--- src/rtl/lfu_pkg.sv ---
// Shared types and constants for the LFU cache with LRU tie-break.
package lfu_pkg;

    // Index and rank fields are sized for the largest supported store (256)
    localparam int IDX_W  = 8;
    localparam int FILL_W = 9;
    localparam int KEY_W  = 32;
    localparam int DATA_W = 32;
    localparam int USES_W = 32;

    typedef logic [IDX_W-1:0]  idx_t;
    typedef logic [FILL_W-1:0] fill_t;
    typedef logic [KEY_W-1:0]  key_t;
    typedef logic [DATA_W-1:0] data_t;
    typedef logic [USES_W-1:0] uses_t;

    localparam logic CMD_GET = 1'b0;
    localparam logic CMD_PUT = 1'b1;

    localparam uses_t USES_MAX = '1;

    typedef enum logic [1:0] {
        ST_IDLE,
        ST_SCAN,
        ST_APPLY
    } state_t;

    // Running summary handed from cell to cell along the chain
    typedef struct packed {
        logic  found;
        idx_t  found_idx;
        idx_t  found_rec;
        data_t found_data;
        logic  free;
        idx_t  free_idx;
        logic  victim;
        idx_t  victim_idx;
        uses_t victim_uses;
        idx_t  victim_rec;
        fill_t fill;
    } scan_t;

    // Update broadcast to every cell at the end of an access
    typedef struct packed {
        logic  en;
        idx_t  idx;
        idx_t  rec_ref;
        logic  all_age;
        logic  set_valid;
        logic  wr_key;
        logic  wr_data;
        logic  set_one;
        logic  inc;
        key_t  key;
        data_t data;
    } upd_t;

endpackage

--- src/rtl/lfu_cell.sv ---
// One cache entry plus its stage of the lookup / victim search chain.
module lfu_cell #(
    parameter int IDX = 0,
    parameter int RW  = 4
) (
    input  logic                clk,
    input  logic                rst_n,
    input  lfu_pkg::key_t       lookup_key,
    input  lfu_pkg::upd_t       upd,
    input  lfu_pkg::scan_t      scan_in,
    output lfu_pkg::scan_t      scan_out
);

    logic               valid_reg;
    lfu_pkg::key_t      key_reg;
    lfu_pkg::data_t     data_reg;
    lfu_pkg::uses_t     uses_reg;
    logic [RW-1:0]      rec_reg;

    lfu_pkg::scan_t     scan_reg;
    lfu_pkg::scan_t     scan_next;
    lfu_pkg::idx_t      my_idx;
    lfu_pkg::idx_t      rec_ext;
    logic               self_sel;

    assign my_idx   = lfu_pkg::idx_t'(IDX);
    assign rec_ext  = lfu_pkg::idx_t'(rec_reg);
    assign self_sel = upd.en && (upd.idx == my_idx);
    assign scan_out = scan_reg;

    // Fold this entry into the running summary
    always_comb
    begin
        scan_next = scan_in;
        if (valid_reg)
        begin
            scan_next.fill = scan_in.fill + lfu_pkg::fill_t'(1);
            if (key_reg == lookup_key)
            begin
                scan_next.found      = 1'b1;
                scan_next.found_idx  = my_idx;
                scan_next.found_rec  = rec_ext;
                scan_next.found_data = data_reg;
            end
            if (!scan_in.victim || (uses_reg < scan_in.victim_uses) ||
                ((uses_reg == scan_in.victim_uses) && (rec_ext > scan_in.victim_rec)))
            begin
                scan_next.victim      = 1'b1;
                scan_next.victim_idx  = my_idx;
                scan_next.victim_uses = uses_reg;
                scan_next.victim_rec  = rec_ext;
            end
        end
        else if (!scan_in.free)
        begin
            scan_next.free     = 1'b1;
            scan_next.free_idx = my_idx;
        end
    end

    // Chain stage register
    always_ff @(posedge clk)
    begin
        scan_reg <= scan_next;
    end

    // Valid bit
    always_ff @(posedge clk or negedge rst_n)
    begin
        if (!rst_n)
            valid_reg <= 1'b0;
        else if (self_sel && upd.set_valid)
            valid_reg <= 1'b1;
    end

    // Entry payload and recency rank
    always_ff @(posedge clk)
    begin
        if (self_sel)
        begin
            if (upd.wr_key)
                key_reg <= upd.key;
            if (upd.wr_data)
                data_reg <= upd.data;
            if (upd.set_one)
                uses_reg <= lfu_pkg::uses_t'(1);
            else if (upd.inc && (uses_reg != lfu_pkg::USES_MAX))
                uses_reg <= uses_reg + lfu_pkg::uses_t'(1);
            rec_reg <= '0;
        end
        else if (upd.en && valid_reg && (upd.all_age || (rec_ext < upd.rec_ref)))
        begin
            rec_reg <= rec_reg + RW'(1);
        end
    end

endmodule

--- src/rtl/lfu_cache_lru_tiebreak.sv ---
// Top level: LFU key-value cache with LRU tie-break built as a chain of entry cells.
//
//  channel  | handshake             | payload
//  ---------+-----------------------+---------------------------
//  input    | in_valid / in_stall   | command, key, value
//  output   | out_valid / out_stall | hit, read_value
//  config   | capacity_we           | capacity_wdata
//
// An item runs from its transfer through the scan (the search summary ripples
// through the cell chain, one cell per cycle, then settles) to the apply step,
// which applies the update and loads the result register; the next item can
// be transferred once the sequencer is back in idle.
// Reset clears all valid bits at once; no clearing pass is needed.
// A held result waits in the output register; the next item is taken meanwhile
// and its scan waits at the end until the result register frees.
module lfu_cache_lru_tiebreak #(
    parameter int ENTRIES = 16
) (
    input  logic        clk,
    input  logic        rst_n,
    input  logic        in_valid,
    output logic        in_stall,
    input  logic        command,
    input  logic [31:0] key,
    input  logic [31:0] value,
    output logic        out_valid,
    input  logic        out_stall,
    output logic        hit,
    output logic [31:0] read_value,
    input  logic        capacity_we,
    input  logic [4:0]  capacity_wdata
);

    localparam int RW   = (ENTRIES > 1) ? $clog2(ENTRIES) : 1;
    localparam int CNTW = $clog2(ENTRIES + 1);

    lfu_pkg::state_t    state_reg, state_next;
    logic [CNTW-1:0]    cnt_reg, cnt_next;
    logic [4:0]         capacity_reg;
    logic               cmd_reg;
    lfu_pkg::key_t      key_reg;
    lfu_pkg::data_t     value_reg;
    logic               out_valid_reg;
    logic               hit_reg;
    lfu_pkg::data_t     rdata_reg;

    lfu_pkg::scan_t     chain [0:ENTRIES];
    lfu_pkg::scan_t     tail;
    lfu_pkg::upd_t      upd;
    lfu_pkg::fill_t     cap_eff;
    lfu_pkg::fill_t     cap_ext;
    logic               in_xfer;
    logic               out_xfer;
    logic               out_free;
    logic               load_out;

    assign in_xfer   = in_valid && !in_stall;
    assign out_xfer  = out_valid_reg && !out_stall;
    assign out_free  = !out_valid_reg || !out_stall;
    assign out_valid = out_valid_reg;
    assign hit       = hit_reg;
    assign read_value = rdata_reg;
    assign in_stall  = (state_reg != lfu_pkg::ST_IDLE);

    assign cap_ext = lfu_pkg::fill_t'(capacity_reg);
    assign cap_eff = (cap_ext > lfu_pkg::fill_t'(ENTRIES)) ? lfu_pkg::fill_t'(ENTRIES) : cap_ext;

    // Cell chain
    assign chain[0] = '0;
    assign tail     = chain[ENTRIES];

    for (genvar g = 0; g < ENTRIES; g++)
    begin : g_cell
        lfu_cell #(
            .IDX (g),
            .RW  (RW)
        ) u_cell (
            .clk        (clk),
            .rst_n      (rst_n),
            .lookup_key (key_reg),
            .upd        (upd),
            .scan_in    (chain[g]),
            .scan_out   (chain[g+1])
        );
    end

    // Sequencer
    always_ff @(posedge clk or negedge rst_n)
    begin
        if (!rst_n)
        begin
            state_reg <= lfu_pkg::ST_IDLE;
            cnt_reg   <= '0;
        end
        else
        begin
            state_reg <= state_next;
            cnt_reg   <= cnt_next;
        end
    end

    always_comb
    begin
        state_next = state_reg;
        cnt_next   = cnt_reg;
        load_out   = 1'b0;
        unique case (state_reg)
            lfu_pkg::ST_IDLE:
            begin
                if (in_xfer)
                begin
                    state_next = lfu_pkg::ST_SCAN;
                    cnt_next   = '0;
                end
            end
            lfu_pkg::ST_SCAN:
            begin
                if (cnt_reg != CNTW'(ENTRIES))
                    cnt_next = cnt_reg + CNTW'(1);
                else if (out_free)
                    state_next = lfu_pkg::ST_APPLY;
            end
            lfu_pkg::ST_APPLY:
            begin
                load_out   = 1'b1;
                state_next = lfu_pkg::ST_IDLE;
            end
            default:
            begin
                state_next = lfu_pkg::ST_IDLE;
            end
        endcase
    end

    // Update decision from the chain summary
    always_comb
    begin
        upd      = '0;
        upd.key  = key_reg;
        upd.data = value_reg;
        if (state_reg == lfu_pkg::ST_APPLY)
        begin
            if (cmd_reg == lfu_pkg::CMD_GET)
            begin
                if (tail.found)
                begin
                    upd.en      = 1'b1;
                    upd.idx     = tail.found_idx;
                    upd.rec_ref = tail.found_rec;
                    upd.inc     = 1'b1;
                end
            end
            else if (cap_eff != '0)
            begin
                priority if (tail.found)
                begin
                    upd.en      = 1'b1;
                    upd.idx     = tail.found_idx;
                    upd.rec_ref = tail.found_rec;
                    upd.inc     = 1'b1;
                    upd.wr_data = 1'b1;
                end
                else if (tail.fill >= cap_eff)
                begin
                    upd.en      = tail.victim;
                    upd.idx     = tail.victim_idx;
                    upd.rec_ref = tail.victim_rec;
                    upd.wr_key  = 1'b1;
                    upd.wr_data = 1'b1;
                    upd.set_one = 1'b1;
                end
                else
                begin
                    upd.en        = tail.free;
                    upd.idx       = tail.free_idx;
                    upd.all_age   = 1'b1;
                    upd.set_valid = 1'b1;
                    upd.wr_key    = 1'b1;
                    upd.wr_data   = 1'b1;
                    upd.set_one   = 1'b1;
                end
            end
        end
    end

    // Capacity register
    always_ff @(posedge clk or negedge rst_n)
    begin
        if (!rst_n)
            capacity_reg <= 5'd16;
        else if (capacity_we)
            capacity_reg <= capacity_wdata;
    end

    // Captured request
    always_ff @(posedge clk)
    begin
        if (in_xfer)
        begin
            cmd_reg   <= command;
            key_reg   <= key;
            value_reg <= value;
        end
    end

    // Result register
    always_ff @(posedge clk or negedge rst_n)
    begin
        if (!rst_n)
            out_valid_reg <= 1'b0;
        else if (load_out)
            out_valid_reg <= 1'b1;
        else if (out_xfer)
            out_valid_reg <= 1'b0;
    end

    always_ff @(posedge clk)
    begin
        if (load_out)
        begin
            hit_reg   <= tail.found;
            rdata_reg <= (cmd_reg == lfu_pkg::CMD_GET && tail.found) ? tail.found_data : '0;
        end
    end

    // Checks
    a_rise_after_apply: assert property (@(posedge clk) disable iff (!rst_n)
        $rose(out_valid_reg) |-> $past(state_reg == lfu_pkg::ST_APPLY))
        else $error("result appeared outside the apply step");

    a_upd_only_apply: assert property (@(posedge clk) disable iff (!rst_n)
        upd.en |-> (state_reg == lfu_pkg::ST_APPLY))
        else $error("entry update outside the apply step");

    a_xfer_starts_scan: assert property (@(posedge clk) disable iff (!rst_n)
        in_xfer |=> (state_reg == lfu_pkg::ST_SCAN) && (cnt_reg == '0))
        else $error("accepted item did not start a scan");

    a_apply_slot_free: assert property (@(posedge clk) disable iff (!rst_n)
        (state_reg == lfu_pkg::ST_APPLY) |-> $past(out_free))
        else $error("result register overwritten while held");

endmodule

--- config.mk ---
export PLATFORM = sky130hd
export DESIGN_NAME = lfu_cache_lru_tiebreak
export DESIGN_NICKNAME = d
export VERILOG_FILES = /design/src/rtl/lfu_pkg.sv /design/src/rtl/lfu_cell.sv /design/src/rtl/lfu_cache_lru_tiebreak.sv
export SDC_FILE = /design/constraint.sdc
export NUM_CORES = 2
export LEC_CHECK = 0
export BUFFER_PORTS_ARGS = -buffer_cell sky130_fd_sc_hd__clkbuf_2
export CAP_MARGIN = 20
export CORE_AREA = 2 2 528 530
export DETAILED_ROUTE_END_ITERATION = 10
export DIE_AREA = 0 0 530 532
export MAX_ROUTING_LAYER = met4
export PLACE_DENSITY = 0.77
export SLEW_MARGIN = 20
export SYNTH_ARGS = -nofsm -noshare
export SYNTH_HDL_FRONTEND = slang
export SYNTH_HIERARCHICAL = 1
export SYNTH_SLANG_ARGS = --single-unit
--- constraint.sdc ---
create_clock -name clk -period 6.55 [get_ports clk]
set_clock_uncertainty 0.05 [all_clocks]
set_input_delay 0.3275 -clock clk [delete_from_list [all_inputs] [get_ports clk]]
set_output_delay 0.3275 -clock clk [all_outputs]
set_load 0.02 [all_outputs]
Yosys cells after proc, flatten, opt, wreduce, memory -nomap -nowiden:

Index checks and enable logic that the tools add are counted.
W data, S select, Z words.

* bits in registers: 3551
* bits of input ports: 75
* output and inout port bits: 35
* logic and storage cells: 801

* bitwise operators: 1
* equal/unequal tests: 69
* reductions and logical operators: 236
* magnitude comparators: 48
* multiplexer cells: 133
* add/subtract/negate cells: 48

Operator list (number)
* $mux W49: 46
* $eq A32 B32 Y1: 31
* $mux W58: 16
* $add A32 B1 Y32 const B: 16
* $mux W32: 16
* $ne A32 B32 Y1 const B: 16
* $lt A32 B32 Y1: 15
* $mux W9: 17
* $add A9 B1 Y9 const B: 15
* $lt A4 B8 Y1: 16
* $mux W8: 16
* $gt A4 B8 Y1: 15
* $logic_and A1 B1 Y1: 98
* $reduce_and A2 Y1: 49
* $add A4 B1 Y4 const B: 16
* $eq A8 B4 Y1 const B: 8
* $mux W17: 3
* $logic_or A1 B1 Y1: 47
* $mux W23: 2
* $reduce_bool A2 Y1: 19
* $eq A8 B3 Y1 const B: 4
* $mux W5: 4
* $logic_not A1 Y1: 18
* $eq A8 B2 Y1 const B: 2
* other kinds (18): 30

Logic depth before layout (Yosys ltp):

* depth in word-level cells: 11
* gate-level depth with buffers: 15
* depth with buffers taken out: 15

Cells and area by module:

Netlist, hierarchy kept.

Modules (own cells, without submodules)
* lfu_cell at g_cell[1].u_cell ...: area each 9731.8 µm², cells each 840, seq. area each 5310.1 µm², instances 4
* lfu_cell at g_cell[11].u_cell ...: area each 9723.1 µm², cells each 836, seq. area each 5310.1 µm², instances 4
* lfu_cell at g_cell[10].u_cell ...: area each 9716.8 µm², cells each 834, seq. area each 5310.1 µm², instances 4
* lfu_cell at g_cell[9].u_cell: area each 9746.8 µm², cells each 838, seq. area each 5310.1 µm², instances 1
* lfu_cell at g_cell[15].u_cell: area each 9740.6 µm², cells each 834, seq. area each 5310.1 µm², instances 1
* lfu_cell at g_cell[0].u_cell: area each 9726.8 µm², cells each 834, seq. area each 5310.1 µm², instances 1
* lfu_cell at g_cell[3].u_cell: area each 9714.3 µm², cells each 835, seq. area each 5310.1 µm², instances 1
* lfu_cache_lru_tiebreak: area each 4190.3 µm², cells each 251, seq. area each 3269.4 µm², instances 1

Worst setup path before layout:

Ideal clock, no wire load.

* path type: flip-flop to flip-flop
* start point: register capacity_reg[4]
* end point: register g_cell[10].u_cell.uses_reg[0], enable pin
* stages on the path, launching flop included: 11
* data required time: 6.068 ns
* path buffers: 2
* library setup time: 0.432 ns
* data arrival time: 5.993 ns
* clock period less this slack: 6.475 ns
* slack: 0.075 ns
* cell sequence: dfstp_2 inv_1 ha_1 a211o_1 a31oi_1 buf_6 mux2i_1 a221oi_2 nand4b_1 clkbuf_1 a21oi_1

RTL lines
* from (decl): RTL line lfu_cache_lru_tiebreak.sv:39 `logic [4:0] capacity_reg;`
* from (signal assigned): RTL line lfu_cache_lru_tiebreak.sv:192 `capacity_reg <= capacity_wdata;`
* to (signal assigned): RTL line lfu_cell.sv:86 `uses_reg <= lfu_pkg::uses_t'(1);`
* to (signal assigned): RTL line lfu_cell.sv:88 `uses_reg <= uses_reg + lfu_pkg::uses_t'(1);`
* to (decl): RTL line lfu_cell.sv:17 `lfu_pkg::uses_t uses_reg;`

==> results.py <==
metrics = {
    "outcome": {
        "status": "finished, violations left",
        "violations": "max-slew violations",
    },
    "critical_path": {
        "cp-start-kind": "register",
        "endpoint_kind": "register",
        "critPathKind": "reg2reg",
        "rr_worst_depth": 10,
        "r2r-end": "g_cell[1].u_cell/data_reg[6]",
        "crit_arrival_ns": 5.55,
        "regToRegStartpoint": "capacity_reg[4]",
        "path_max_fanout": 46,
        "worstPathRequired_ns": 7.06,
        "rrSetupSlack_ns": 1.51,
    },
    "cells_and_area": {
        "layout.nets": 14500,
        "syn_to_final_growth_pct": 11.0,
        "fin_cells": 17800,
        "fillers": 20300,
        "fin_area_um2": 176000,
        "drive_gt1_share_pct": 11.5,
        "utilization_pct": 63.6,
        "largest_register_ffs": 1824,
    },
    "die": {
        "die-area_um2": 282000,
        "start_util_pct": 57.4,
        "row_count": 193,
        "die_x_um": 530,
        "fp.dieH_um": 532,
        "io_pins": 110,
        "coreArea_um2": 276000,
    },
    "global_route": {
        "antenna_found_initial": 11,
        "grt_overflow": 0,
        "met3_usage_pct": 3.22,
        "grt_max_degree": 165,
        "grt.met2_usage_pct": 42.2,
        "grt_pass1_vias": 101000,
        "grt_pass1_wl_mm": 577,
        "globalRouteTotalUtil_pct": 26.3,
        "busiest_layer": "met2",
        "use_met1_pct": 34.7,
    },
    "clocking": {
        "cts_tree": "yes",
        "h-tree-depth": 5,
        "cts_sinks": 3551,
        "cts_resized": 0,
        "clock_path_buffers": 4,
        "numCtsBuffers": 351,
        "post_cts_buffers": 0,
        "insertion_delay_ns": 0.95,
        "clock-root-buffer": "clkbuf_16",
        "clk_pin_slew_worst_paths_ns": 0.07,
    },
    "sta": {
        "tns_ns": 0,
        "period_share_pct": 76.9,
        "max_freq_mhz": 199,
        "min_period_ns": 5.04,
        "worst_slack_ns": 1.51,
        "relSlewSlack_pct": -294,
        "drv_slew": 74,
        "rsz0062_at_grt": "false",
        "worst_pin_slew_ns": 5.88,
        "hold_ws_ns": 0.0468,
        "finalSetupViolCount": 0,
        "hold_viol_final": 0,
    },
    "pwr": {
        "p_total_mw": 49.8,
        "power_density_nw_per_um2": 284,
        "ir_drop_uv": 244,
        "p_leak_nw": 68.1,
    },
    "drt": {
        "vias": 105000,
        "wl_per_cell_um": 20.9,
        "firstDrtPassIters": 6,
        "wirelength_mm": 370,
        "drt_iter0_markers": 8940,
        "antenna_left": 0,
        "drc": 0,
        "via_per_inst": 5.89,
    },
    "synthesis": {
        "synth_area_um2": 158000,
        "synth_area_per_cell_um2": 11.8,
        "yosysWarningCount": 6,
        "synthCells": 13500,
    },
    "worst_hold_path": {
        "hold_path_end": "value_reg[25]",
        "holdPathStages": 2,
        "holdCritStartpoint": "value[25]",
        "min_path_type": "in2reg",
    },
    "place": {
        "dp.cells": 17000,
        "port_buffers": 109,
        "hpwl_mm": 233,
        "place_ws_ns": 1.56,
        "routabilityCongestion": 0.873,
        "place_area_um2": 163000,
    },
    "flow_run": {
        "drv_cap": 0,
    },
}
[how the worst max path moves through the flow]
stage,startpoint,to,slack (ns),cells after the start
after global routing,capacity_reg[4],g_cell[1].u_cell/data_reg[15],1.20,12
final,capacity_reg[4],g_cell[1].u_cell/data_reg[6],1.51,10
after CTS,capacity_reg[4],g_cell[2].u_cell/key_reg[21],1.48,11
after floorplan,capacity_reg[4],g_cell[10].u_cell/uses_reg[0],0.08,10
after detailed placement,capacity_reg[4],g_cell[1].u_cell/data_reg[28],1.56,12
after global placement,capacity_reg[4],g_cell[1].u_cell/data_reg[28],1.61,12
[repair_timing]
item,in CTS,in global routing
hold endpoints to repair,107,0
hold buffers,95,0
setup endpoints to repair,0,0
[per-layer routing]
layer	vias to the layer above	routed length, um
met1	51100	161000
met5	-	0
met3	630	21500
li1	49700	-
met2	3150	176000
met4	0	12000
[cells in the final DEF, fill, tap and decap left out, types with 29 or more instances in the layout]
cell type	n
edfxtp_1	1634
and3_1	169
dfxtp_1	1888
o211ai_1	560
a21o_1	64
nor4_1	89
nor2b_1	152
nand2_1	1162
xnor2_1	696
clkbuf_1	70
nand2b_1	139
a2bb2oi_1	544
clkinv_1	35
clkbuf_8	46
and2_1	227
xor2_1	347
and4_1	62
nand4_1	332
mux2i_1	73
nand3_1	259
or3_1	99
a21oi_1	347
or2_2	34
nor2_1	603
mux2_4	576
clkinv_2	67
buf_4	195
a31oi_4	29
nor3b_1	126
inv_1	760
clkbuf_2	109
a221oi_1	32
conb_1	208
o21ai_0	199
nor3_1	49
ha_1	679
o311ai_0	537
dlygate4sd3_1	95
clkbuf_16	361
or4_1	43
[final cells by class]
cell class / count / area (um^2) / area share (%)
clock buffer: 477 / 9930 / 5.66
clock inverter: 176 / 1920 / 1.09
sequential: 3551 / 87600 / 49.9
inverter: 761 / 2860 / 1.63
tap: 3705 / 4640 / 2.64
antenna: 10 / 25.0 / 0.0143
timing repair buffer: 402 / 3020 / 1.72
multi-input combinational: 8681 / 65500 / 37.3
[critical path, stage by stage, from the launching register on]
cell and delay (ns):
dfstp_2 0.54, inv_1 0.08, ha_1 0.34, a211o_1 0.32
a31oi_2 0.77, mux2i_1 0.25, a221oi_4 0.37, buf_4 0.50
nand4b_1 0.32, buf_4 0.31, nor2_4 0.76
[power by group]
group,switching [mW],internal (mW)
Clock,8.91,11.6
Sequential,1.02,24.3
Combinational,2.18,1.82
No activity file was read; power rests on OpenSTA's default activity.
